[src/sv/nps_pkg.sv]
// ----------------------------------------------------------------------------
// Nearest palette color search: shared definitions
// Sizes, the item kinds, the record that travels down the cell chain, and
// the per-channel squared difference.
// ----------------------------------------------------------------------------
package nps_pkg;

  localparam int PALETTE_DEPTH = 256;
  localparam int IDX_W         = $clog2(PALETTE_DEPTH);
  localparam int INDEX_W       = 8;   // entry_index and nearest_index
  localparam int CHAN_W        = 8;
  localparam int SIZE_W        = 9;   // palette_size register
  localparam int SQ_W          = 2 * CHAN_W;
  localparam int DIST_W        = SQ_W + 2;  // sum of three squares

  typedef enum logic {
    KIND_WRITE  = 1'b0,
    KIND_LOOKUP = 1'b1
  } kind_e;

  // One item on its way through the chain, with the running best match.
  typedef struct packed {
    kind_e               kind;
    logic [INDEX_W-1:0]  entry_index;
    logic [CHAN_W-1:0]   red;
    logic [CHAN_W-1:0]   green;
    logic [CHAN_W-1:0]   blue;
    logic [DIST_W-1:0]   best_dist;
    logic [INDEX_W-1:0]  best_index;
  } link_t;

  function automatic logic [SQ_W-1:0] sq_diff(input logic [CHAN_W-1:0] a,
                                               input logic [CHAN_W-1:0] b);
    logic [CHAN_W-1:0] d;
    d = (a > b) ? (a - b) : (b - a);
    return SQ_W'(d) * SQ_W'(d);
  endfunction

endpackage

[src/sv/nps_cell.sv]
// ----------------------------------------------------------------------------
// Nearest palette color search: palette cell
// Holds one palette entry. Stage one stores a matching write or measures the
// squared distance to a lookup pixel; stage two keeps the better match.
// ----------------------------------------------------------------------------
module nps_cell import nps_pkg::*; (
  input  logic              clk_i,
  input  logic              rst_ni,
  input  logic              adv_i,
  input  logic [IDX_W-1:0]  cell_idx_i,
  input  logic [SIZE_W-1:0] active_size_i,
  input  logic              link_valid_i,
  input  link_t             link_i,
  output logic              link_valid_o,
  output link_t             link_o
);

  logic [CHAN_W-1:0] ent_red_q, ent_green_q, ent_blue_q;
  logic              a_valid_q, b_valid_q;
  link_t             a_q, b_q, b_d;
  logic [DIST_W-1:0] dist_q, dist_d;
  logic              wr_hit;
  logic              in_range;

  assign wr_hit = adv_i && link_valid_i && (link_i.kind == KIND_WRITE) &&
                  (link_i.entry_index == INDEX_W'(cell_idx_i));

  assign dist_d = DIST_W'(sq_diff(ent_red_q,   link_i.red))
                + DIST_W'(sq_diff(ent_green_q, link_i.green))
                + DIST_W'(sq_diff(ent_blue_q,  link_i.blue));

  assign in_range = SIZE_W'(cell_idx_i) < active_size_i;

  // Strict less-than keeps the lower index on a tie.
  always_comb begin
    b_d = a_q;
    if (a_q.kind == KIND_LOOKUP && in_range && dist_q < a_q.best_dist) begin
      b_d.best_dist  = dist_q;
      b_d.best_index = INDEX_W'(cell_idx_i);
    end
  end

  always_ff @(posedge clk_i or negedge rst_ni) begin
    if (!rst_ni) begin
      a_valid_q <= 1'b0;
      b_valid_q <= 1'b0;
    end else if (adv_i) begin
      a_valid_q <= link_valid_i;
      b_valid_q <= a_valid_q;
    end
  end

  always_ff @(posedge clk_i) begin
    if (adv_i) begin
      a_q    <= link_i;
      dist_q <= dist_d;
      b_q    <= b_d;
    end
  end

  always_ff @(posedge clk_i) begin
    if (wr_hit) begin
      ent_red_q   <= link_i.red;
      ent_green_q <= link_i.green;
      ent_blue_q  <= link_i.blue;
    end
  end

  assign link_valid_o = b_valid_q;
  assign link_o       = b_q;

endmodule

[config.mk]
export PLATFORM = sky130hd
export DESIGN_NAME = nps_cell
export DESIGN_NICKNAME = d
export VERILOG_FILES = /design/src/sv/nps_pkg.sv /design/src/sv/nps_cell.sv
export SDC_FILE = /design/constraint.sdc
export NUM_CORES = 1
export LEC_CHECK = 0
export BUFFER_PORTS_ARGS = -buffer_cell sky130_fd_sc_hd__buf_2
export CORE_MARGIN = 10
export CORE_UTILIZATION = 60
export CTS_BUF_LIST = sky130_fd_sc_hd__clkbuf_4
export DETAILED_ROUTE_END_ITERATION = 8
export PLACE_DENSITY_LB_ADDON = 0.15
export SYNTH_ARGS = -nofsm -noshare
export SYNTH_HDL_FRONTEND = slang
export SYNTH_SLANG_ARGS = --single-unit
[constraint.sdc]
create_clock -name clk_i -period 8.8 [get_ports clk_i]
set_input_delay 1.32 -clock clk_i [delete_from_list [all_inputs] [get_ports clk_i]]
set_output_delay 1.32 -clock clk_i [all_outputs]
set_load 0.1 [all_outputs]
After elaboration in Yosys (flattened, before gate mapping):

Cells that the tools add are included.

* bits in registers: 162
* bits in latches: 0
* bits in writable memories: 0
* memory bits (read-only): 0
* word-level logic and storage cells: 47
* memories: 0

* add/subtract/negate cells: 8
* multiply operators: 3
* div/mod/pow operators: 0
* $lt $le $gt $ge: 5
* eq/ne operators: 1
* shift-type cells: 0
* multiplexer cells: 4
* bitwise gates (word level): 1
* reductions and logical operators: 5

Operators with widths (count)
* 8-bit by 8-bit multiplier with 16-bit output: 3
* 8-bit subtractor: 6
* 26-bit two-way mux: 1
* 8-bit > comparator: 3
* 8-bit two-way mux: 3
* 17-bit by 16-bit adder with 18-bit output: 1
* 18-bit < comparator: 1
* 16-bit by 16-bit adder with 17-bit output: 1
* 8-bit by 9-bit < comparator with 1-bit output: 1
* 8-bit equality test: 1
* 1-bit logical AND: 5
* 1-bit inverter: 1

Depth between registers and ports, before layout:

* depth in word-level cells: 5
* mapped depth: 33
* depth with buffers taken out: 32

Worst setup path before layout:

OpenSTA, ideal clock, no wires.

* path type: input to register
* start point: input port link_i[42] (netlist bit)
* end point: register dist_q[17] (data pin)
* library setup time: 0.264 ns
* arrival time: 8.740 ns
* slack: -0.204 ns
* cell stages on the path: 30
* buffers on the path: 1
* cell sequence: ha_1 > inv_1 > fa_1 > a21o_1 > a221o_1 > o311ai_2 > buf_6 > mux2i_1 > xor2_2 > or2_1 > inv_1 > fa_1 > fa_1 > inv_1 > fa_1 > fa_1 > inv_1 > fa_1 > inv_1 > fa_1 > fa_1 > inv_1 > ha_1 > o21a_1 > o31a_1 > or3_1 > a21oi_1 > o211ai_1 > a221oi_1 > xnor2_1

* cells in the longest elaborated chain, start to end: 5

Ends and longest elaborated chain
* start: declaration: RTL line nps_cell.sv:13 `input link_t link_i,`
* 8-bit subtractor / 8-bit > comparator (equally long branches): RTL line nps_pkg.sv:35 `d = (a > b) ? (a - b) : (b - a);`
* 8-bit two-way mux *: RTL line nps_pkg.sv:35
* 8-bit by 8-bit multiplier with 16-bit output *: RTL line nps_pkg.sv:36 `return SQ_W'(d) * SQ_W'(d);`
* 16-bit by 16-bit adder with 17-bit output *: RTL line nps_cell.sv:29 `+ DIST_W'(sq_diff(ent_green_q, link_i.green))`
* 17-bit by 16-bit adder with 18-bit output *: RTL line nps_cell.sv:30 `+ DIST_W'(sq_diff(ent_blue_q, link_i.blue));`
* net dist_d[17]: RTL line nps_cell.sv:21 `logic [DIST_W-1:0] dist_q, dist_d;`
* end signal: assignment: RTL line nps_cell.sv:56 `dist_q <= dist_d;`
* end: declaration: RTL line nps_cell.sv:21

The timed path passes the listed nets; every way through them passes the cells marked *.
A chain may end at the register's enable or synchronous reset.

Worst setup path after layout:

* start point: input port link_i[26] (netlist bit)
* end point: register dist_q[17] (data pin)

* cells in the longest elaborated chain, start to end: 4

Ends and longest elaborated chain (RTL line)
* 8-bit subtractor / 8-bit > comparator (equally long branches): nps_pkg.sv:35
* 8-bit two-way mux *: nps_pkg.sv:35
* 8-bit by 8-bit multiplier with 16-bit output *: nps_pkg.sv:36
* 17-bit by 16-bit adder with 18-bit output *: nps_cell.sv:30
* net dist_d[17]: nps_cell.sv:21

Marks and branches as above.

==> run metrics <==
Area after DPL=15,300 um2; Final Max Tran Viols=0; Routed wire per std cell=16.2 um; Area growth syn-to-layout=17.8%; adder-cell share of the synthesized area=34.6%; EDFF count, synth=160; Overall Global Routing Usage=19.9%; DR iter-0 viols=421; Clock Skew=0.0266 ns; WS Path Type=in2reg; Setup Slack @ Placement=-0.417 ns; Net Count, Synth=1,512; TritonCTS Sinks=162; Max stage delay cell, worst path=fa_1; CP Capture Type=flop; Final ANT Viol Nets=0; Slew HR=40.3%; Worst Path Arrival=8.85 ns; post-route cell area=15,700 um2; Die Outline Area=28,600 um2; io pins=140; outcome=finished clean; clk_lat worst skew=0.60 ns; Mean Syn Cell Area=11.7 um2; CTS tree=done; ys async rst share=1.23%; antenna violations before repair=2; max layer used=met4; Core Region=21,900 um2; CP most frequent cell=fa_1; die width=169 um; placement row count=54; Crit path required time=9.16 ns; initial core utilization=61.0%; synthesized area=13,400 um2; Slew @ Worst Pin=0.896 ns; wl on met1=11,900 um; Compound-Gate Fraction of Synth Area=6.88%; Mapped Cells=1,146; largest family of logic cells by synthesized area=adder cells; first-pass GRT wire length=46,200 um; Final #Nets=1,773; routed wl met2=14,300 um; Seq/Total Area, Yosys=36.3%; max incr delay on CP=0.55 ns; CTS root buffer=clkbuf_4; vias in the first global route=9,568; H-Tree Depth=4; via count=8,735; hold crit path type=reg2reg; minimum clock period=8.49 ns; CTS buffer count=17; Yosys cell types=71; Achievable Freq=118 MHz; Final WS setup=0.309 ns; XOR/XNOR share of the synthesized area=3.33%; Synth Area in Simple Gates=6.18%; mux cell area share after synthesis=3.72%; Worst setup SP type=input pin; hold_buf cts=0; ys flop type=edfxtp_1; final setup fails=0; CTS clk-pin slew, worst paths=0.18 ns; Max-Cap Viols=0; PortBufs=139; Max FO, Critical Path=4; Post-DP HPWL=22,800 um; drt pass-1 iters=5; CTS Buffer Depth=2; flops & latches, synth=162; gr ovfl total=0; die height=169 um; WL final=27,600 um; largest net degree at the start of global routing=76; share of layout cells above drive strength 1=25.9%; final worst path period share=96.5%; GPL Wtd Cong=0.854; DRC Markers=0; routed wl met3=1110 um; Fin. Hold Viols=0; vias per cell=5.13; unrepaired setup endpoints after global routing=true; Yosys warning total=0
## what timing repair did
| item | 4_1_cts | 5_1_grt |
|---|---|---|
| endpoints found under the hold margin | 0 | 0 |
| buffers inserted | 0 | 1 |
| endpoints found under the setup margin | 0 | 6 |
| resized for setup | 0 | 22 |
## layer usage
layer	up-vias	global-route usage, %
met5	-	0
li1	4238	-
met1	4342	24.8
met2	133	34.8
met3	22	3.94
met4	0	5.25
## final cells by class
cell class,count,area (um2)
Antenna cell,2,5.00
Tap cell,280,350
Fill cell,1650,6150
Multi-Input combinational cell,681,7490
Clock inverter,15,201
Clock buffer,17,128
Sequential cell,162,4850
Timing Repair Buffer,262,1650
Inverter,283,1060
## registers in the layout (all words and copies together) (netlist names)
signal,cells
a_q,59
link_o,59
ent_blue_q,8
dist_q,18
ent_green_q,8
link_valid_o,1
ent_red_q,8
a_valid_q,1
## kinds of logic after synthesis
group / count (synthesis)
flip-flops: 162
buffers and inverters: 303
adder cells (fa/ha/maj): 286
AO/OA/AOI/OAI: 132
XOR/XNOR: 44
multiplexers: 46
AND/OR/NAND/NOR: 173
## Yosys cell counts (4+ instances only)
library cell	instances	area, um2
mux2i_1	17	170
nand2b_1	18	113
xnor2_1	21	184
and2_1	4	25.0
nand2_1	25	93.8
a31oi_1	4	25.0
mux2_2	22	248
nand3_1	8	40.0
and3_1	5	31.3
a21o_1	19	143
buf_4	6	45.0
a21oi_1	37	185
nand4_1	5	31.3
xnor2_2	5	81.3
ha_1	147	1840
nor2_1	78	293
nor2b_1	6	37.5
o21bai_1	8	60.1
buf_2	5	25.0
fa_1	139	2780
inv_1	282	1060
xor2_1	15	131
o21a_1	4	30.0
mux2_1	7	78.8
edfxtp_1	160	4800
o21ai_0	20	100
nor3_1	4	20.0
a211oi_1	5	37.5
a21oi_2	4	35.0
buf_6	4	45.0
## worst paths after layout
kind / from / to / slack [ns] / depth (start not counted)
max in group asynchronous: rst_ni / a_valid_q$_DFFE_PN0P_ / 8.21 / 1
min in group asynchronous: rst_ni / link_valid_o$_DFFE_PN0P_ / 0.47 / 1
setup / recovery: link_i[26] / dist_q[17]$_DFFE_PP_ / 0.31 / 30
hold reg to reg: a_q[57]$_DFFE_PP_ / link_o[57]$_DFFE_PP_ / 0.43 / 0
setup reg to reg: ent_red_q[0]$_DFFE_PP_ / dist_q[17]$_DFFE_PP_ / 0.67 / 30
hold / removal: a_q[57]$_DFFE_PP_ / link_o[57]$_DFFE_PP_ / 0.43 / 0
## worst max-delay path, delay by kind of cell
family / cells / cell delay (ns)
simple gates: 2 / 0.49
fa+ha+maj: 10 / 4.45
xor+xnor: 2 / 0.24
buf+inv: 7 / 0.45
compound gates: 9 / 1.91
## cells in the final DEF, fill, tap and decap left out, drive strengths merged, types with 5 or more instances in the layout
| cell type | instances |
|---|---|
| and2 | 5 |
| nand2 | 26 |
| or2 | 6 |
| o21bai | 8 |
| xnor2 | 26 |
| buf | 262 |
| a31oi | 5 |
| nand2b | 18 |
| nand4 | 5 |
| and3 | 5 |
| clkinv | 7 |
| fa | 139 |
| mux2i | 17 |
| a211oi | 7 |
| edfxtp | 160 |
| a21oi | 41 |
| clkbuf | 17 |
| inv | 291 |
| ha | 147 |
| nor3 | 5 |
| o21ai | 23 |
| xor2 | 18 |
| a21o | 19 |
| nand3 | 8 |
| nor2 | 79 |
| nor2b | 6 |
| mux2 | 29 |
## through the flow
| stage | TNS (ns) | util [%] | hold WS (ns) | cells |
|---|---|---|---|---|
| 6_report | 0 | 71.9 | 0.426 | 1702 |
| 3_5_place_dp | -2.12 | 69.8 | 0.405 | 1667 |
| 5_1_grt | -0.0827 | 71.9 | 0.430 | 1702 |
| 2_1_floorplan | 0 | - | 0.400 | 1146 |
| 3_3_place_gp | -1.12 | 69.8 | 0.401 | 1667 |
| 4_1_cts | 0 | 71.3 | 0.425 | 1699 |
Power is not shown: default switching activity piles up to over one toggle a cycle in this logic, so the estimate is an artifact.
